`src/rtl/drpi_pkg.sv`:
```
// Shared types and constants for the dead-reckoning pose integrator.
// Holds sequencer state and control types, multiplier widths and the sine constants.
// No dependencies.
package drpi_pkg;

   localparam int ANGLE_BITS_DEF    = 16;
   localparam int POSITION_BITS_DEF = 32;

   // shared multiplier operand and product widths
   localparam int MUL_A_W = 33;
   localparam int MUL_B_W = 18;
   localparam int MUL_P_W = MUL_A_W + MUL_B_W;

   // position step is rounded from 2^-40 m down to 2^-16 m
   localparam int POS_SHIFT = 24;

   localparam logic [15:0] DT_MAX     = 16'hFFFF;
   localparam logic [15:0] QUARTER16  = 16'h4000;
   localparam logic [14:0] QUARTER_Q14 = 15'd16384;

   // sine polynomial coefficients, Q16
   localparam logic [16:0] SIN_A = 17'd102944;
   localparam logic [16:0] SIN_B = 17'd42048;
   localparam logic [16:0] SIN_C = 17'd4640;

   typedef enum logic [2:0] {
      ST_IDLE,
      ST_ANGLE,
      ST_TRIG,
      ST_WRAP,
      ST_FINISH
   } state_type;

   // multiplier operations during ST_ANGLE
   localparam logic [2:0] OP_ROLL  = 3'd0;
   localparam logic [2:0] OP_PITCH = 3'd1;
   localparam logic [2:0] OP_YAW   = 3'd2;
   localparam logic [2:0] OP_VDT   = 3'd3;

   // multiplier operations during ST_TRIG
   localparam logic [2:0] TR_SQUARE = 3'd0;
   localparam logic [2:0] TR_CUBIC  = 3'd1;
   localparam logic [2:0] TR_QUAD   = 3'd2;
   localparam logic [2:0] TR_LIN    = 3'd3;
   localparam logic [2:0] TR_POS    = 3'd4;

   localparam logic [1:0] AXIS_X = 2'd0;
   localparam logic [1:0] AXIS_Y = 2'd1;
   localparam logic [1:0] AXIS_Z = 2'd2;

   typedef struct packed {
      state_type  state;
      logic [2:0] phase;
      logic [1:0] axis;
   } ctrl_type;

endpackage

```
`src/rtl/drpi_if.sv`:
```
// Valid/ready channel interfaces for the pose integrator: velocity samples in, poses out.
// Standalone; no package dependency.
interface drpi_req_if;
   logic               valid;
   logic               ready;
   logic               restart_origin;
   logic [31:0]        sample_time;
   logic signed [15:0] linear_velocity;
   logic signed [23:0] roll_rate;
   logic signed [23:0] pitch_rate;
   logic signed [23:0] yaw_rate;

   modport source (
      output valid, restart_origin, sample_time, linear_velocity,
             roll_rate, pitch_rate, yaw_rate,
      input  ready
   );
   modport sink (
      input  valid, restart_origin, sample_time, linear_velocity,
             roll_rate, pitch_rate, yaw_rate,
      output ready
   );
endinterface

interface drpi_rsp_if;
   logic               valid;
   logic               ready;
   logic signed [31:0] pos_x;
   logic signed [31:0] pos_y;
   logic signed [31:0] pos_z;
   logic [15:0]        roll_angle;
   logic [15:0]        pitch_angle;
   logic [15:0]        yaw_angle;
   logic               pose_valid;

   modport source (
      output valid, pos_x, pos_y, pos_z, roll_angle, pitch_angle, yaw_angle,
             pose_valid,
      input  ready
   );
   modport sink (
      input  valid, pos_x, pos_y, pos_z, roll_angle, pitch_angle, yaw_angle,
             pose_valid,
      output ready
   );
endinterface

```
`src/rtl/dead_reckoning_pose_integrator.sv`:
```
// Top level of the dead-reckoning pose integrator: pose state, operand selection, result register.
// Depends on drpi_pkg, drpi_if (channels), drpi_seq and drpi_mul.
//
//   channel   dir  interface     carries
//   req_chan  in   drpi_req_if   restart flag, timestamp, speed, roll/pitch/yaw rates
//   rsp_chan  out  drpi_rsp_if   x/y/z position, roll/pitch/yaw angle, pose_valid
//
// A sample with a previous timestamp runs 19 products through the one shared 33x18
// multiplier (three angle steps, speed times dt, then per axis a four-product sine
// and a position product), between the accept state and the wrap and finish states.
// The very first sample goes from accept straight to finish, with no products.
// Synchronous active-high reset clears the pose, the stored timestamp and the
// result valid flag. A stalled result holds in its register; the block takes the
// next item as soon as that result has been loaded, and a finished pose waits in
// FINISH only while the result register is still full.
module dead_reckoning_pose_integrator #(
   parameter int ANGLE_BITS    = drpi_pkg::ANGLE_BITS_DEF,
   parameter int POSITION_BITS = drpi_pkg::POSITION_BITS_DEF
) (
   input  logic        clock,
   input  logic        reset,
   drpi_req_if.sink    req_chan,
   drpi_rsp_if.source  rsp_chan
);

   localparam int AW        = drpi_pkg::MUL_A_W;
   localparam int BW        = drpi_pkg::MUL_B_W;
   localparam int PW        = drpi_pkg::MUL_P_W;
   localparam int ANG_SHIFT = 32 - ANGLE_BITS;
   localparam int EW        = PW + POSITION_BITS;
   localparam logic signed [PW-1:0] ANG_HALF = PW'(1) << (ANG_SHIFT - 1);
   localparam logic signed [EW-1:0] POS_HALF = EW'(1) << (drpi_pkg::POS_SHIFT - 1);

   drpi_pkg::ctrl_type ctrl;
   logic               req_accept;
   logic               rsp_free;
   logic               rsp_load;

   // pose and timing state
   logic                     seen_ff, seen_in;
   logic [31:0]              prev_ff, prev_in;
   logic [15:0]              dt_ff, dt_in;
   logic                     valid_ff, valid_in;
   logic signed [POSITION_BITS-1:0] pos_ff [3];
   logic signed [POSITION_BITS-1:0] pos_in [3];
   logic [ANGLE_BITS-1:0]    att_ff [3];
   logic [ANGLE_BITS-1:0]    att_in [3];

   // sample operands held for the whole sequence
   logic signed [23:0]       roll_rate_ff, roll_rate_in;
   logic signed [23:0]       pitch_rate_ff, pitch_rate_in;
   logic signed [23:0]       yaw_rate_ff, yaw_rate_in;
   logic signed [15:0]       vel_ff, vel_in;

   // intermediate products
   logic signed [31:0]       vdt_ff, vdt_in;
   logic [14:0]              x_ff, x_in;
   logic [14:0]              x2_ff, x2_in;
   logic                     neg_ff, neg_in;

   // result register
   logic                     rsp_valid_ff, rsp_valid_in;
   logic signed [31:0]       rsp_pos_ff [3];
   logic signed [31:0]       rsp_pos_in [3];
   logic [15:0]              rsp_ang_ff [3];
   logic [15:0]              rsp_ang_in [3];
   logic                     rsp_pv_ff, rsp_pv_in;

   // datapath wires
   logic [31:0]              time_diff;
   logic [15:0]              dt_sat;
   logic [ANGLE_BITS+15:0]   ang_wide [3];
   logic [15:0]              ang16 [3];
   logic [15:0]              trig_angle;
   logic [14:0]              x_cur;
   logic [16:0]              t17;
   logic signed [17:0]       s_mag;
   logic signed [17:0]       s_sig;
   logic signed [PW-1:0]     ang_sum;
   logic [ANGLE_BITS-1:0]    ang_step;
   logic signed [EW-1:0]     pos_sum;
   logic [POSITION_BITS-1:0] pos_step;
   logic signed [AW-1:0]     mul_a;
   logic signed [BW-1:0]     mul_b;
   logic signed [PW-1:0]     mul_prod;

   assign req_accept = req_chan.valid && req_chan.ready;
   assign rsp_free   = !rsp_valid_ff || rsp_chan.ready;
   assign rsp_load   = (ctrl.state == drpi_pkg::ST_FINISH) && rsp_free;

   assign req_chan.ready = (ctrl.state == drpi_pkg::ST_IDLE);

   drpi_seq u_seq (
      .clock      (clock),
      .reset      (reset),
      .start      (req_accept),
      .first_only (!seen_ff),
      .rsp_free   (rsp_free),
      .ctrl       (ctrl)
   );

   drpi_mul u_mul (
      .clock (clock),
      .a     (mul_a),
      .b     (mul_b),
      .prod  (mul_prod)
   );

   // time step: wrapping difference, saturated so a backward step is the longest step
   assign time_diff = req_chan.sample_time - prev_ff;
   assign dt_sat    = (|time_diff[31:16]) ? drpi_pkg::DT_MAX : time_diff[15:0];

   // take every angle to a 16-bit binary angle (drop or append low bits)
   always_comb begin
      for (int k = 0; k < 3; k++) begin
         ang_wide[k] = {att_ff[k], 16'b0};
         ang16[k]    = ang_wide[k][ANGLE_BITS +: 16];
      end
   end

   // angle for this axis's sine: sin(yaw), cos(yaw) as sin(yaw + quarter), sin(pitch)
   always_comb begin
      case (ctrl.axis)
         drpi_pkg::AXIS_X: trig_angle = ang16[2];
         drpi_pkg::AXIS_Y: trig_angle = ang16[2] + drpi_pkg::QUARTER16;
         drpi_pkg::AXIS_Z: trig_angle = ang16[1];
         default:          trig_angle = 16'd0;
      endcase
   end

   // fold into the first quarter wave, Q14
   assign x_cur = trig_angle[14] ? (drpi_pkg::QUARTER_Q14 - {1'b0, trig_angle[13:0]})
                                 : {1'b0, trig_angle[13:0]};

   // every sine product is truncated by 14 bits; all terms are non-negative
   assign t17   = mul_prod[30:14];
   assign s_mag = $signed({1'b0, t17});
   assign s_sig = neg_ff ? -s_mag : s_mag;

   // angle step: round half up to ANGLE_BITS resolution, keep the wrapping low bits
   assign ang_sum  = mul_prod + ANG_HALF;
   assign ang_step = ang_sum[ANG_SHIFT +: ANGLE_BITS];

   // position step: round half up from 2^-40 m to 2^-16 m
   assign pos_sum  = EW'(mul_prod) + POS_HALF;
   assign pos_step = pos_sum[drpi_pkg::POS_SHIFT +: POSITION_BITS];

   // operand selection for the shared multiplier
   always_comb begin
      mul_a = '0;
      mul_b = '0;
      unique case (ctrl.state)
         drpi_pkg::ST_ANGLE: begin
            mul_b = BW'($signed({1'b0, dt_ff}));
            case (ctrl.phase)
               drpi_pkg::OP_ROLL:  mul_a = AW'(roll_rate_ff);
               drpi_pkg::OP_PITCH: mul_a = AW'(pitch_rate_ff);
               drpi_pkg::OP_YAW:   mul_a = AW'(yaw_rate_ff);
               drpi_pkg::OP_VDT:   mul_a = AW'(vel_ff);
               default:            mul_a = '0;
            endcase
         end
         drpi_pkg::ST_TRIG: begin
            case (ctrl.phase)
               drpi_pkg::TR_SQUARE: begin
                  mul_a = AW'($signed({1'b0, x_cur}));
                  mul_b = BW'($signed({1'b0, x_cur}));
               end
               drpi_pkg::TR_CUBIC: begin
                  mul_a = AW'($signed({1'b0, drpi_pkg::SIN_C}));
                  mul_b = BW'($signed({1'b0, t17[14:0]}));
               end
               drpi_pkg::TR_QUAD: begin
                  mul_a = AW'($signed({1'b0, drpi_pkg::SIN_B - t17}));
                  mul_b = BW'($signed({1'b0, x2_ff}));
               end
               drpi_pkg::TR_LIN: begin
                  mul_a = AW'($signed({1'b0, drpi_pkg::SIN_A - t17}));
                  mul_b = BW'($signed({1'b0, x_ff}));
               end
               drpi_pkg::TR_POS: begin
                  mul_a = AW'(vdt_ff);
                  mul_b = s_sig;
               end
               default: begin
                  mul_a = '0;
                  mul_b = '0;
               end
            endcase
         end
         default: begin
            mul_a = '0;
            mul_b = '0;
         end
      endcase
   end

   // next-state logic: each step consumes the registered product issued by the previous step
   always_comb begin
      seen_in       = seen_ff;
      prev_in       = prev_ff;
      dt_in         = dt_ff;
      valid_in      = valid_ff;
      pos_in        = pos_ff;
      att_in        = att_ff;
      roll_rate_in  = roll_rate_ff;
      pitch_rate_in = pitch_rate_ff;
      yaw_rate_in   = yaw_rate_ff;
      vel_in        = vel_ff;
      vdt_in        = vdt_ff;
      x_in          = x_ff;
      x2_in         = x2_ff;
      neg_in        = neg_ff;
      rsp_pos_in    = rsp_pos_ff;
      rsp_ang_in    = rsp_ang_ff;
      rsp_pv_in     = rsp_pv_ff;

      unique case (ctrl.state)
         drpi_pkg::ST_IDLE: begin
            if (req_accept) begin
               // restart zeroes the pose before anything else
               if (req_chan.restart_origin) begin
                  for (int k = 0; k < 3; k++) begin
                     pos_in[k] = '0;
                     att_in[k] = '0;
                  end
               end
               prev_in       = req_chan.sample_time;
               seen_in       = 1'b1;
               valid_in      = seen_ff;
               dt_in         = dt_sat;
               roll_rate_in  = req_chan.roll_rate;
               pitch_rate_in = req_chan.pitch_rate;
               yaw_rate_in   = req_chan.yaw_rate;
               vel_in        = req_chan.linear_velocity;
            end
         end
         drpi_pkg::ST_ANGLE: begin
            case (ctrl.phase)
               drpi_pkg::OP_PITCH: att_in[0] = att_ff[0] + ang_step;
               drpi_pkg::OP_YAW:   att_in[1] = att_ff[1] + ang_step;
               drpi_pkg::OP_VDT:   att_in[2] = att_ff[2] - ang_step;
               default: ;
            endcase
         end
         drpi_pkg::ST_TRIG: begin
            case (ctrl.phase)
               drpi_pkg::TR_SQUARE: begin
                  x_in   = x_cur;
                  neg_in = trig_angle[15];
                  case (ctrl.axis)
                     drpi_pkg::AXIS_X: vdt_in = mul_prod[31:0];
                     drpi_pkg::AXIS_Y: pos_in[0] = pos_ff[0] - pos_step;
                     drpi_pkg::AXIS_Z: pos_in[1] = pos_ff[1] + pos_step;
                     default: ;
                  endcase
               end
               drpi_pkg::TR_CUBIC: begin
                  x2_in = t17[14:0];
               end
               default: ;
            endcase
         end
         drpi_pkg::ST_WRAP: begin
            pos_in[2] = pos_ff[2] + pos_step;
         end
         drpi_pkg::ST_FINISH: begin
            if (rsp_free) begin
               for (int k = 0; k < 3; k++) begin
                  rsp_pos_in[k] = 32'(pos_ff[k]);
                  rsp_ang_in[k] = ang16[k];
               end
               rsp_pv_in = valid_ff;
            end
         end
         default: ;
      endcase
   end

   // result register: load on finish, hold while the sink stalls
   assign rsp_valid_in = rsp_load || (rsp_valid_ff && !rsp_chan.ready);

   always_ff @(posedge clock) begin
      if (reset) begin
         seen_ff      <= 1'b0;
         prev_ff      <= '0;
         valid_ff     <= 1'b0;
         rsp_valid_ff <= 1'b0;
         for (int k = 0; k < 3; k++) begin
            pos_ff[k] <= '0;
            att_ff[k] <= '0;
         end
      end else begin
         seen_ff      <= seen_in;
         prev_ff      <= prev_in;
         valid_ff     <= valid_in;
         rsp_valid_ff <= rsp_valid_in;
         pos_ff       <= pos_in;
         att_ff       <= att_in;
      end
   end

   always_ff @(posedge clock) begin
      dt_ff         <= dt_in;
      roll_rate_ff  <= roll_rate_in;
      pitch_rate_ff <= pitch_rate_in;
      yaw_rate_ff   <= yaw_rate_in;
      vel_ff        <= vel_in;
      vdt_ff        <= vdt_in;
      x_ff          <= x_in;
      x2_ff         <= x2_in;
      neg_ff        <= neg_in;
      rsp_pos_ff    <= rsp_pos_in;
      rsp_ang_ff    <= rsp_ang_in;
      rsp_pv_ff     <= rsp_pv_in;
   end

   assign rsp_chan.valid       = rsp_valid_ff;
   assign rsp_chan.pos_x       = rsp_pos_ff[0];
   assign rsp_chan.pos_y       = rsp_pos_ff[1];
   assign rsp_chan.pos_z       = rsp_pos_ff[2];
   assign rsp_chan.roll_angle  = rsp_ang_ff[0];
   assign rsp_chan.pitch_angle = rsp_ang_ff[1];
   assign rsp_chan.yaw_angle   = rsp_ang_ff[2];
   assign rsp_chan.pose_valid  = rsp_pv_ff;

   // first sample only records its time and goes straight to the result
   a_first_skips : assert property (@(posedge clock) disable iff (reset)
      (req_accept && !seen_ff) |=> (ctrl.state == drpi_pkg::ST_FINISH))
      else $error("first sample did not go straight to finish");

   // a later sample starts the angle steps with roll
   a_seen_computes : assert property (@(posedge clock) disable iff (reset)
      (req_accept && seen_ff) |=>
         (ctrl.state == drpi_pkg::ST_ANGLE && ctrl.phase == drpi_pkg::OP_ROLL))
      else $error("sample with a prior timestamp did not start the angle steps");

   // a finished pose lands in the result register and frees the input side
   a_finish_loads : assert property (@(posedge clock) disable iff (reset)
      (ctrl.state == drpi_pkg::ST_FINISH && rsp_free) |=>
         (rsp_chan.valid && req_chan.ready))
      else $error("finished pose not loaded into the result register");

   // no result can exist before a timestamp has been seen
   a_rsp_after_seen : assert property (@(posedge clock) disable iff (reset)
      rsp_chan.valid |-> seen_ff)
      else $error("result presented before any sample was taken");

endmodule

```
`src/rtl/drpi_mul.sv`:
```
// Shared signed multiplier with a registered product.
// Depends on drpi_pkg for operand and product widths.
module drpi_mul (
   input  logic                                 clock,
   input  logic signed [drpi_pkg::MUL_A_W-1:0]  a,
   input  logic signed [drpi_pkg::MUL_B_W-1:0]  b,
   output logic signed [drpi_pkg::MUL_P_W-1:0]  prod
);

   logic signed [drpi_pkg::MUL_P_W-1:0] prod_ff;
   logic signed [drpi_pkg::MUL_P_W-1:0] prod_in;

   assign prod_in = a * b;
   assign prod    = prod_ff;

   always_ff @(posedge clock) begin
      prod_ff <= prod_in;
   end

endmodule

```
`src/rtl/drpi_seq.sv`:
```
// Sequencer for the pose integrator: steps the shared multiplier through one sample.
// Depends on drpi_pkg for the state enum, operation codes and control struct.
module drpi_seq (
   input  logic               clock,
   input  logic               reset,
   input  logic               start,
   input  logic               first_only,
   input  logic               rsp_free,
   output drpi_pkg::ctrl_type ctrl
);

   drpi_pkg::state_type state_ff, state_in;
   logic [2:0]          phase_ff, phase_in;
   logic [1:0]          axis_ff, axis_in;

   always_ff @(posedge clock) begin
      if (reset) begin
         state_ff <= drpi_pkg::ST_IDLE;
         phase_ff <= drpi_pkg::OP_ROLL;
         axis_ff  <= drpi_pkg::AXIS_X;
      end else begin
         state_ff <= state_in;
         phase_ff <= phase_in;
         axis_ff  <= axis_in;
      end
   end

   always_comb begin
      state_in = state_ff;
      phase_in = phase_ff;
      axis_in  = axis_ff;
      unique case (state_ff)
         drpi_pkg::ST_IDLE: begin
            if (start) begin
               phase_in = drpi_pkg::OP_ROLL;
               axis_in  = drpi_pkg::AXIS_X;
               state_in = first_only ? drpi_pkg::ST_FINISH : drpi_pkg::ST_ANGLE;
            end
         end
         drpi_pkg::ST_ANGLE: begin
            if (phase_ff == drpi_pkg::OP_VDT) begin
               phase_in = drpi_pkg::TR_SQUARE;
               axis_in  = drpi_pkg::AXIS_X;
               state_in = drpi_pkg::ST_TRIG;
            end else begin
               phase_in = phase_ff + 3'd1;
            end
         end
         drpi_pkg::ST_TRIG: begin
            if (phase_ff == drpi_pkg::TR_POS) begin
               phase_in = drpi_pkg::TR_SQUARE;
               if (axis_ff == drpi_pkg::AXIS_Z) begin
                  state_in = drpi_pkg::ST_WRAP;
               end else begin
                  axis_in = axis_ff + 2'd1;
               end
            end else begin
               phase_in = phase_ff + 3'd1;
            end
         end
         drpi_pkg::ST_WRAP: begin
            state_in = drpi_pkg::ST_FINISH;
         end
         drpi_pkg::ST_FINISH: begin
            if (rsp_free) begin
               state_in = drpi_pkg::ST_IDLE;
            end
         end
         default: begin
            state_in = drpi_pkg::ST_IDLE;
         end
      endcase
   end

   assign ctrl.state = state_ff;
   assign ctrl.phase = phase_ff;
   assign ctrl.axis  = axis_ff;

endmodule

```
`src/flat_wrapper.sv`:
```
// flat-port wrapper written by rule: the top's interface ports become plain ports
module dead_reckoning_pose_integrator_flat 
#(
   parameter int ANGLE_BITS    = drpi_pkg::ANGLE_BITS_DEF,
   parameter int POSITION_BITS = drpi_pkg::POSITION_BITS_DEF
)
  (clock, reset, req_chan_valid, req_chan_restart_origin, req_chan_sample_time, req_chan_linear_velocity, req_chan_roll_rate, req_chan_pitch_rate, req_chan_yaw_rate, req_chan_ready, rsp_chan_valid, rsp_chan_pos_x, rsp_chan_pos_y, rsp_chan_pos_z, rsp_chan_roll_angle, rsp_chan_pitch_angle, rsp_chan_yaw_angle, rsp_chan_pose_valid, rsp_chan_ready);
  drpi_req_if req_chan_i ();
  drpi_rsp_if rsp_chan_i ();
  input  logic clock;
  input  logic reset;
  input wire logic [$bits(req_chan_i.valid)-1:0] req_chan_valid;
  input wire logic [$bits(req_chan_i.restart_origin)-1:0] req_chan_restart_origin;
  input wire logic [$bits(req_chan_i.sample_time)-1:0] req_chan_sample_time;
  input wire logic [$bits(req_chan_i.linear_velocity)-1:0] req_chan_linear_velocity;
  input wire logic [$bits(req_chan_i.roll_rate)-1:0] req_chan_roll_rate;
  input wire logic [$bits(req_chan_i.pitch_rate)-1:0] req_chan_pitch_rate;
  input wire logic [$bits(req_chan_i.yaw_rate)-1:0] req_chan_yaw_rate;
  output wire logic [$bits(req_chan_i.ready)-1:0] req_chan_ready;
  output wire logic [$bits(rsp_chan_i.valid)-1:0] rsp_chan_valid;
  output wire logic [$bits(rsp_chan_i.pos_x)-1:0] rsp_chan_pos_x;
  output wire logic [$bits(rsp_chan_i.pos_y)-1:0] rsp_chan_pos_y;
  output wire logic [$bits(rsp_chan_i.pos_z)-1:0] rsp_chan_pos_z;
  output wire logic [$bits(rsp_chan_i.roll_angle)-1:0] rsp_chan_roll_angle;
  output wire logic [$bits(rsp_chan_i.pitch_angle)-1:0] rsp_chan_pitch_angle;
  output wire logic [$bits(rsp_chan_i.yaw_angle)-1:0] rsp_chan_yaw_angle;
  output wire logic [$bits(rsp_chan_i.pose_valid)-1:0] rsp_chan_pose_valid;
  input wire logic [$bits(rsp_chan_i.ready)-1:0] rsp_chan_ready;
  assign req_chan_i.valid = req_chan_valid;
  assign req_chan_i.restart_origin = req_chan_restart_origin;
  assign req_chan_i.sample_time = req_chan_sample_time;
  assign req_chan_i.linear_velocity = req_chan_linear_velocity;
  assign req_chan_i.roll_rate = req_chan_roll_rate;
  assign req_chan_i.pitch_rate = req_chan_pitch_rate;
  assign req_chan_i.yaw_rate = req_chan_yaw_rate;
  assign req_chan_ready = req_chan_i.ready;
  assign rsp_chan_valid = rsp_chan_i.valid;
  assign rsp_chan_pos_x = rsp_chan_i.pos_x;
  assign rsp_chan_pos_y = rsp_chan_i.pos_y;
  assign rsp_chan_pos_z = rsp_chan_i.pos_z;
  assign rsp_chan_roll_angle = rsp_chan_i.roll_angle;
  assign rsp_chan_pitch_angle = rsp_chan_i.pitch_angle;
  assign rsp_chan_yaw_angle = rsp_chan_i.yaw_angle;
  assign rsp_chan_pose_valid = rsp_chan_i.pose_valid;
  assign rsp_chan_i.ready = rsp_chan_ready;
  dead_reckoning_pose_integrator #(.ANGLE_BITS(ANGLE_BITS), .POSITION_BITS(POSITION_BITS)) u_core (.clock(clock), .reset(reset), .req_chan(req_chan_i), .rsp_chan(rsp_chan_i));
endmodule
```
`config.mk`:
```
export PLATFORM = sky130hd
export DESIGN_NAME = dead_reckoning_pose_integrator_flat
export DESIGN_NICKNAME = d
export VERILOG_FILES = /design/src/rtl/drpi_pkg.sv /design/src/rtl/drpi_if.sv /design/src/rtl/dead_reckoning_pose_integrator.sv /design/src/rtl/drpi_mul.sv /design/src/rtl/drpi_seq.sv /design/src/flat_wrapper.sv
export SDC_FILE = /design/constraint.sdc
export NUM_CORES = 2
export LEC_CHECK = 0
export CAP_MARGIN = 20
export CORE_MARGIN = 4
export CORE_UTILIZATION = 30
export DETAILED_ROUTE_END_ITERATION = 8
export DONT_BUFFER_PORTS = 1
export PLACE_DENSITY = 0.44
export SLEW_MARGIN = 20
export SYNTH_ARGS = -nofsm -noshare
export SYNTH_HDL_FRONTEND = slang
export SYNTH_HIERARCHICAL = 1
export SYNTH_SLANG_ARGS = --single-unit
```
`constraint.sdc`:
```
create_clock -name clock -period 12.8 [get_ports clock]
set_input_delay 2.56 -clock clock [delete_from_list [all_inputs] [get_ports clock]]
set_output_delay 2.56 -clock clock [all_outputs]
set_load 0.02 [all_outputs]
```
**After elaboration in Yosys (flattened, before gate mapping)**

Cells that the tools add are included.

- Logic and storage cells: 134
- Output and inout port bits: 147
- Bits in writable memories: 0
- Latch bits: 0
- Memories kept: 0
- Register bits after elaboration: 550
- ROM bits: 0
- Input port bits: 125

- Magnitude comparators: 0
- Bitwise operators: 0
- Equality and inequality tests: 21
- Reductions and logical operators: 29
- Muxes and demuxes: 37
- $mul: 1
- Add/sub/neg operators: 16
- Shift-type cells: 0
- Div/mod/pow operators: 0

Operator list:

| operator | number |
|---|---|
| $mux W96 | 2 |
| $pmux W33 S5 | 1 |
| $pmux W33 S4 | 1 |
| $pmux W64 S2 | 1 |
| $mux W48 | 2 |
| $pmux W48 S2 | 1 |
| $pmux W18 S5 | 1 |
| $pmux W33 S2 | 1 |
| $add A32 B32 Y32 | 2 |
| $mux W32 | 2 |
| $mux W64 | 1 |
| $pmux W32 S2 | 1 |
| $sub A32 B32 Y32 | 2 |
| $add A51 B25 Y52 const B | 1 |
| $mul A33 B18 Y51 | 1 |
| $mux W16 | 3 |
| $pmux W16 S3 | 1 |
| $pmux W18 S2 | 1 |
| $add A16 B16 Y16 | 2 |
| $add A32 B17 Y32 const B | 1 |
| $mux W3 | 9 |
| $reduce_and A5 Y1 | 4 |
| $mux W18 | 1 |
| $neg A17 Y18 | 1 |
| other kinds (30) | 61 |

**Depth between registers and ports, before layout**

- Depth after elaboration: 7
- Gate-level depth with buffers: 38
- Gate-level depth less buffers: 36

**Modules after synthesis**

Netlist, hierarchy kept.

Modules (own cells, without submodules):

| module | area an instance (um^2) | instances | seq. area each (um^2) | cells each |
|---|---|---|---|---|
| dead_reckoning_pose_integrator | 27807.9 | 1 | 12952.4 | 2782 |
| drpi_mul | 21356.7 | 1 | 1021.0 | 2354 |
| drpi_seq | 565.5 | 1 | 160.2 | 72 |

**Worst setup path after synthesis**

OpenSTA, ideal clock, no wires.

- Path type: register to register
- From: reg u_core.u_seq.phase_ff[1]
- To: reg u_core.u_mul.prod_ff (netlist bit u_core/u_mul/prod[50])
- Path slack: 3.575 ns
- Arrival time: 9.105 ns
- Stages on the path, launching flop included: 36
- Period minus slack after synthesis: 9.225 ns
- Cells stage by stage: dfxtp_1 -> clkbuf_1 -> nor2b_1 -> nand2_1 -> inv_1 -> ha_1 -> a21oi_1 -> o21bai_1 -> a31o_2 -> a21oi_1 -> o21bai_1 -> a21oi_1 -> xor2_1 -> a221oi_1 -> o21ai_0 -> clkbuf_1 -> nand2_1 -> fa_1 -> fa_1 -> fa_1 -> inv_1 -> fa_1 -> fa_1 -> inv_1 -> fa_1 -> inv_1 -> ha_1 -> and4_1 -> and4_1 -> or3b_1 -> a211o_1 -> a211oi_2 -> o31ai_2 -> or4_4 -> a41oi_2 -> xnor2_1

- Cells in the longest elaborated chain, start to end: 4
- Elaborated cells on any way between the ends: 11

Ends and longest elaborated chain:

| element | RTL line | RTL |
|---|---|---|
| start: declaration | drpi_seq.sv:13 | `logic [2:0] phase_ff, phase_in;` |
| start signal: assignment | drpi_seq.sv:19 | `phase_ff <= drpi_pkg::OP_ROLL;` |
| start signal: assignment | drpi_seq.sv:23 | `phase_ff <= phase_in;` |
| $eq A3 B3 Y1 (tied with other cells) | dead_reckoning_pose_integrator.sv:164 | `case (ctrl.phase)` |
| $pmux W33 S5 or $pmux W33 S4 (tied branches) | dead_reckoning_pose_integrator.sv:164, dead_reckoning_pose_integrator.sv:155 |  |
| $pmux W33 S2 (*) | dead_reckoning_pose_integrator.sv:152 | `unique case (ctrl.state)` |
| net u_core.mul_a[14] | dead_reckoning_pose_integrator.sv:83 | `logic signed [AW-1:0] mul_a;` |
| $mul A33 B18 Y51 (*) | drpi_mul.sv:13 | `assign prod_in = a * b;` |
| net u_core.u_mul.prod_in, one bit | drpi_mul.sv:11 | `logic signed [drpi_pkg::MUL_P_W-1:0] prod_in;` |
| end signal: assignment | drpi_mul.sv:17 | `prod_ff <= prod_in;` |
| end: declaration | drpi_mul.sv:10 | `logic signed [drpi_pkg::MUL_P_W-1:0] prod_ff;` |

The timed path passes the listed nets; every way through them passes the cells marked *.
A chain may end at the register's enable or synchronous reset.

**Final worst setup path**

Ends and elaborated chain as after synthesis.

==> metrics.txt <==
# TYPE chip_impl_metric gauge
chip_impl_metric{name="num_io_pins",unit=""} 272
chip_impl_metric{name="dp_hpwl",unit="um"} 117000
chip_impl_metric{name="synth.lib_cells_used.distinct",unit=""} 104
chip_impl_metric{name="syn_nets",unit=""} 6220
chip_impl_metric{name="grt_max_degree",unit=""} 165
chip_impl_metric{name="syn_to_final_growth",unit="%"} 10.2
chip_impl_metric{name="cellPowerDensity",unit="nW/um^2"} 93.8
chip_impl_metric{name="final.setup.tns",unit="ns"} 0
chip_impl_metric{name="antenna_left",unit=""} 0
chip_impl_metric{name="cp_slowest_stage_delay",unit="ns"} 0.69
chip_impl_metric{name="seq_area_frac_synth",unit=""} 0.284
chip_impl_info{name="timing.hold.worst.class",value="register to register"} 1
chip_impl_metric{name="route.final.wire_length",unit="um"} 155000
chip_impl_metric{name="post-route-worst-setup-slack",unit="ns"} 2.33
chip_impl_metric{name="cts_hold_buffers",unit=""} 0
chip_impl_metric{name="core.rowCount",unit=""} 149
chip_impl_metric{name="postLayoutCoreUtil",unit=""} 0.333
chip_impl_metric{name="detail_route.wl_per_cell",unit="um"} 21.0
chip_impl_info{name="ys.flop_type",value="sky130_fd_sc_hd__edfxtp_1"} 1
chip_impl_metric{name="hold_slack",unit="ns"} 0.396
chip_impl_metric{name="lkg_pwr",unit="nW"} 23.8
chip_impl_metric{name="worst-endpoint-arrival",unit="ns"} 11.03
chip_impl_metric{name="numCtsBuffers",unit=""} 73
chip_impl_metric{name="period_utilization_post_route",unit=""} 0.818
chip_impl_metric{name="ir_worst_vdd",unit="uV"} 102
chip_impl_info{name="crit_path_end_kind",value="register"} 1
chip_impl_metric{name="timing.final.hold_violations",unit=""} 0
chip_impl_metric{name="drt_pre_antenna_iters",unit=""} 5
chip_impl_metric{name="synth_edf_count",unit=""} 312
chip_impl_info{name="run_status",value="completed"} 1
chip_impl_metric{name="coreArea",unit="sq um"} 165000
chip_impl_metric{name="grt_pass1_vias",unit=""} 37100
chip_impl_metric{name="first_pass_grt_wire_length",unit="um"} 235000
chip_impl_metric{name="floorplan.initialDensity",unit=""} 0.302
chip_impl_metric{name="grt_overflow",unit=""} 0
chip_impl_metric{name="drc_errors",unit=""} 0
chip_impl_metric{name="cts_repair_resize_count",unit=""} 0
chip_impl_metric{name="final_nets",unit=""} 6149
chip_impl_metric{name="finish.instance_area",unit="sq um"} 54800
chip_impl_metric{name="async_reset_ff_frac",unit=""} 0
chip_impl_metric{name="die_h",unit="um"} 415
chip_impl_metric{name="clk_latency",unit="ns"} 0.70
chip_impl_metric{name="place.port_buffers",unit=""} 0
chip_impl_metric{name="vias_per_cell",unit=""} 4.93
chip_impl_metric{name="die_w",unit="um"} 415
chip_impl_metric{name="cts_num_sinks",unit=""} 550
chip_impl_metric{name="clkTransAtPathRegs",unit="ns"} 0.06
chip_impl_metric{name="max-slew-margin-rel",unit=""} 0.245
chip_impl_metric{name="die_area",unit="sq um"} 172000
chip_impl_metric{name="grt_usage",unit=""} 0.177
chip_impl_metric{name="max-clock-path-buffers",unit=""} 3
chip_impl_metric{name="worst-path-max-fanout",unit=""} 25
chip_impl_metric{name="transition_time_at_the_pin_with_the_least_slew_margin",unit="ns"} 1.13
chip_impl_metric{name="drtIter0Drc",unit=""} 2607
chip_impl_metric{name="htree_num_levels",unit=""} 3
chip_impl_info{name="cts_tree",value="done"} 1
chip_impl_info{name="setup_repair_after_global_routing_missed_its_margin",value="no"} 1
chip_impl_metric{name="syn_area_per_cell",unit="sq um"} 9.55
chip_impl_info{name="worst_path_max_delay_cell",value="sky130_fd_sc_hd__dfxtp_2"} 1
chip_impl_metric{name="fillCellCount",unit=""} 17200
chip_impl_metric{name="place_area",unit="sq um"} 52300
chip_impl_metric{name="timing.critical_path.required",unit="ns"} 13.36
chip_impl_metric{name="clock.fmax",unit="MHz"} 95.5
chip_impl_metric{name="synthesis.area",unit="sq um"} 49700
chip_impl_info{name="ctsRootBufferMaster",value="sky130_fd_sc_hd__clkbuf_16"} 1
chip_impl_info{name="timing.critical_path.mode_cell",value="sky130_fd_sc_hd__fa_1"} 1
chip_impl_metric{name="syn_inst",unit=""} 5208
chip_impl_info{name="startpoint_type",value="register"} 1
chip_impl_metric{name="yosysWarningCount",unit=""} 6
chip_impl_info{name="worstSetupPathType",value="register to register"} 1
chip_impl_metric{name="ys_seq_elements",unit=""} 550
chip_impl_metric{name="drv.max_cap_violation_count",unit=""} 0
chip_impl_metric{name="final.setup_skew",unit="ns"} 0.0399
chip_impl_metric{name="fin_crit",unit="ns"} 10.47
chip_impl_metric{name="post-place-ws",unit="ns"} 2.47
chip_impl_metric{name="setup_viol",unit=""} 0
chip_impl_metric{name="place_congestion",unit=""} 0.853
chip_impl_metric{name="drive_gt1_frac",unit=""} 0.0575
chip_impl_metric{name="number_of_antenna_violations_at_the_first_check_in_global_routing",unit=""} 2
chip_impl_metric{name="slew_violations",unit=""} 0
chip_impl_metric{name="post-cts-setup-buffer-count",unit=""} 0
chip_impl_metric{name="vias",unit=""} 36400
==> cell type report <==
cell class / instances / area, sq um / share of cell area
Antenna cell: 1 / 2.50 / 0.0000456
Clock buffer: 90 / 1930 / 0.0353
Clock inverter: 44 / 539 / 0.00984
Inverter: 773 / 2910 / 0.0530
Multi-Input combinational cell: 3659 / 32000 / 0.583
Sequential cell: 550 / 14100 / 0.258
Tap cell: 2189 / 2740 / 0.0500
Timing Repair Buffer: 80 / 601 / 0.0110
==> worst max-delay path, delay by kind of cell (launching register included) <==
| kind | cells | cell delay, ns |
|---|---|---|
| adders and majority gates | 8 | 3.60 |
| AOI/OAI and AO/OA | 12 | 3.24 |
| and+or+nand+nor | 7 | 2.00 |
| DFF | 1 | 0.69 |
| buffers and inverters | 6 | 0.61 |
| xor gates and xnor gates | 2 | 0.19 |
==> through the flow <==
stage          power, mW  instances
2_1_floorplan       2.79       5208
3_3_place_gp        3.09       7251
3_5_place_dp        3.09       7251
4_1_cts             5.23       7385
5_1_grt             5.39       7385
6_report            5.14       7386
==> Yosys cell counts (7+ instances only) <==
| master | n | area (sq um) |
|---|---|---|
| sky130_fd_sc_hd__inv_1 | 772 | 2900 |
| sky130_fd_sc_hd__nand2_1 | 609 | 2290 |
| sky130_fd_sc_hd__fa_1 | 576 | 11500 |
| sky130_fd_sc_hd__edfxtp_1 | 312 | 9370 |
| sky130_fd_sc_hd__ha_1 | 311 | 3890 |
| sky130_fd_sc_hd__nor2_1 | 289 | 1080 |
| sky130_fd_sc_hd__a21oi_1 | 273 | 1370 |
| sky130_fd_sc_hd__and2_1 | 250 | 1560 |
| sky130_fd_sc_hd__dfxtp_1 | 238 | 4760 |
| sky130_fd_sc_hd__clkbuf_1 | 200 | 751 |
| sky130_fd_sc_hd__o21ai_0 | 159 | 796 |
| sky130_fd_sc_hd__xnor2_1 | 152 | 1330 |
| sky130_fd_sc_hd__a21o_1 | 117 | 878 |
| sky130_fd_sc_hd__xor2_1 | 117 | 1020 |
| sky130_fd_sc_hd__a22oi_1 | 91 | 683 |
| sky130_fd_sc_hd__nor3_1 | 61 | 305 |
| sky130_fd_sc_hd__nand3_1 | 59 | 295 |
| sky130_fd_sc_hd__nor2b_1 | 49 | 307 |
| sky130_fd_sc_hd__nand2b_1 | 37 | 231 |
| sky130_fd_sc_hd__mux2i_1 | 32 | 320 |
| sky130_fd_sc_hd__or3_1 | 30 | 188 |
| sky130_fd_sc_hd__a22o_1 | 27 | 236 |
| sky130_fd_sc_hd__and3_1 | 25 | 156 |
| sky130_fd_sc_hd__nand4_1 | 25 | 156 |
| sky130_fd_sc_hd__o21ai_1 | 25 | 125 |
| sky130_fd_sc_hd__o21a_1 | 24 | 180 |
| sky130_fd_sc_hd__o21bai_1 | 22 | 165 |
| sky130_fd_sc_hd__a31oi_1 | 21 | 131 |
| sky130_fd_sc_hd__o22ai_1 | 19 | 119 |
| sky130_fd_sc_hd__a211oi_1 | 18 | 135 |
| sky130_fd_sc_hd__a221oi_1 | 17 | 149 |
| sky130_fd_sc_hd__nand3b_1 | 14 | 105 |
| sky130_fd_sc_hd__o211ai_1 | 14 | 105 |
| sky130_fd_sc_hd__o31ai_1 | 14 | 105 |
| sky130_fd_sc_hd__buf_1 | 13 | 48.8 |
| sky130_fd_sc_hd__mux4_2 | 11 | 248 |
| sky130_fd_sc_hd__mux2_2 | 10 | 113 |
| sky130_fd_sc_hd__or2_2 | 9 | 56.3 |
| sky130_fd_sc_hd__a211o_1 | 8 | 70.1 |
| sky130_fd_sc_hd__o221ai_1 | 8 | 70.1 |
| sky130_fd_sc_hd__a21boi_0 | 7 | 52.6 |
| sky130_fd_sc_hd__a31o_2 | 7 | 61.3 |
| sky130_fd_sc_hd__buf_2 | 7 | 35.0 |
| sky130_fd_sc_hd__o2111ai_1 | 7 | 61.3 |
==> layout by cell type (no fill, tap or decap), drive strengths merged, types with 63 or more instances in the layout <==
| master | count |
|---|---|
| xnor2 | 152 |
| inv | 777 |
| ha | 311 |
| fa | 576 |
| o21ai | 185 |
| a21oi | 274 |
| nor2 | 289 |
| xor2 | 117 |
| a22oi | 92 |
| clkbuf | 90 |
| dfxtp | 238 |
| a21o | 117 |
| and2 | 252 |
| nand2 | 609 |
| buf | 80 |
| edfxtp | 312 |
| nor3 | 63 |
==> layer usage <==
metal | share of wire | GRT usage
met4 | 0.023 | 0.0430
met2 | 0.44 | 0.277
met3 | 0.047 | 0.0250
met5 | 0 | 0
met1 | 0.48 | 0.259
==> final timing paths <==
kind | cells after the start | startpoint | slack [ns] | to
setup / recovery | 35 | u_core/u_seq/phase_ff[1] | 2.33 | u_core/u_mul/prod[50]
hold / removal | 0 | u_core/u_mul/prod[11] | 0.40 | u_core/vdt_ff[11]
setup reg to reg | 35 | u_core/u_seq/phase_ff[1] | 2.33 | u_core/u_mul/prod[50]
hold reg to reg | 0 | u_core/u_mul/prod[11] | 0.40 | u_core/vdt_ff[11]
==> power breakdown <==
part | switching (mW) | total (mW) | internal [mW] | leakage (nW)
clock | 0.870 | 2.09 | 1.22 | 1.20
sequential | 0.0834 | 2.03 | 1.95 | 4.74
combinational | 0.647 | 1.02 | 0.371 | 17.8
total | 1.60 | 5.14 | 3.54 | 23.8
==> sequential cells by signal, summed over array words and instances, names as in the netlist, 2 cells and up <==
| register | flops |
|---|---|
| u_core/rsp_chan.pos_x | 32 |
| u_core/pitch_rate_ff | 24 |
| u_core/rsp_chan.roll_angle | 16 |
| u_core/x_ff | 15 |
| u_core/yaw_rate_ff | 24 |
| u_core/roll_rate_ff | 24 |
| u_core/rsp_chan.pos_z | 32 |
| u_core/prev_ff | 32 |
| u_core/rsp_chan.pos_y | 32 |
| u_core/dt_ff | 16 |
| u_core/vel_ff | 16 |
| u_core/u_mul/prod | 51 |
| u_core/u_seq/axis_ff | 2 |
| u_core/rsp_chan.yaw_angle | 16 |
| u_core/vdt_ff | 32 |
| u_core/x2_ff | 15 |
| u_core/u_seq/phase_ff | 3 |
| u_core/ang16 | 48 |
| u_core/u_seq/state_ff | 3 |
| u_core/rsp_chan.pitch_angle | 16 |
| u_core/pos_ff | 96 |
==> cells by family after synthesis <==
family / synth area share
buffers and inverters: 0.0764
AOI/OAI and AO/OA: 0.123
DFF: 0.284
muxes: 0.0140
xor gates and xnor gates: 0.0474
adders and majority gates: 0.310
and+or+nand+nor: 0.145
Power figures use the tool's default switching activity.
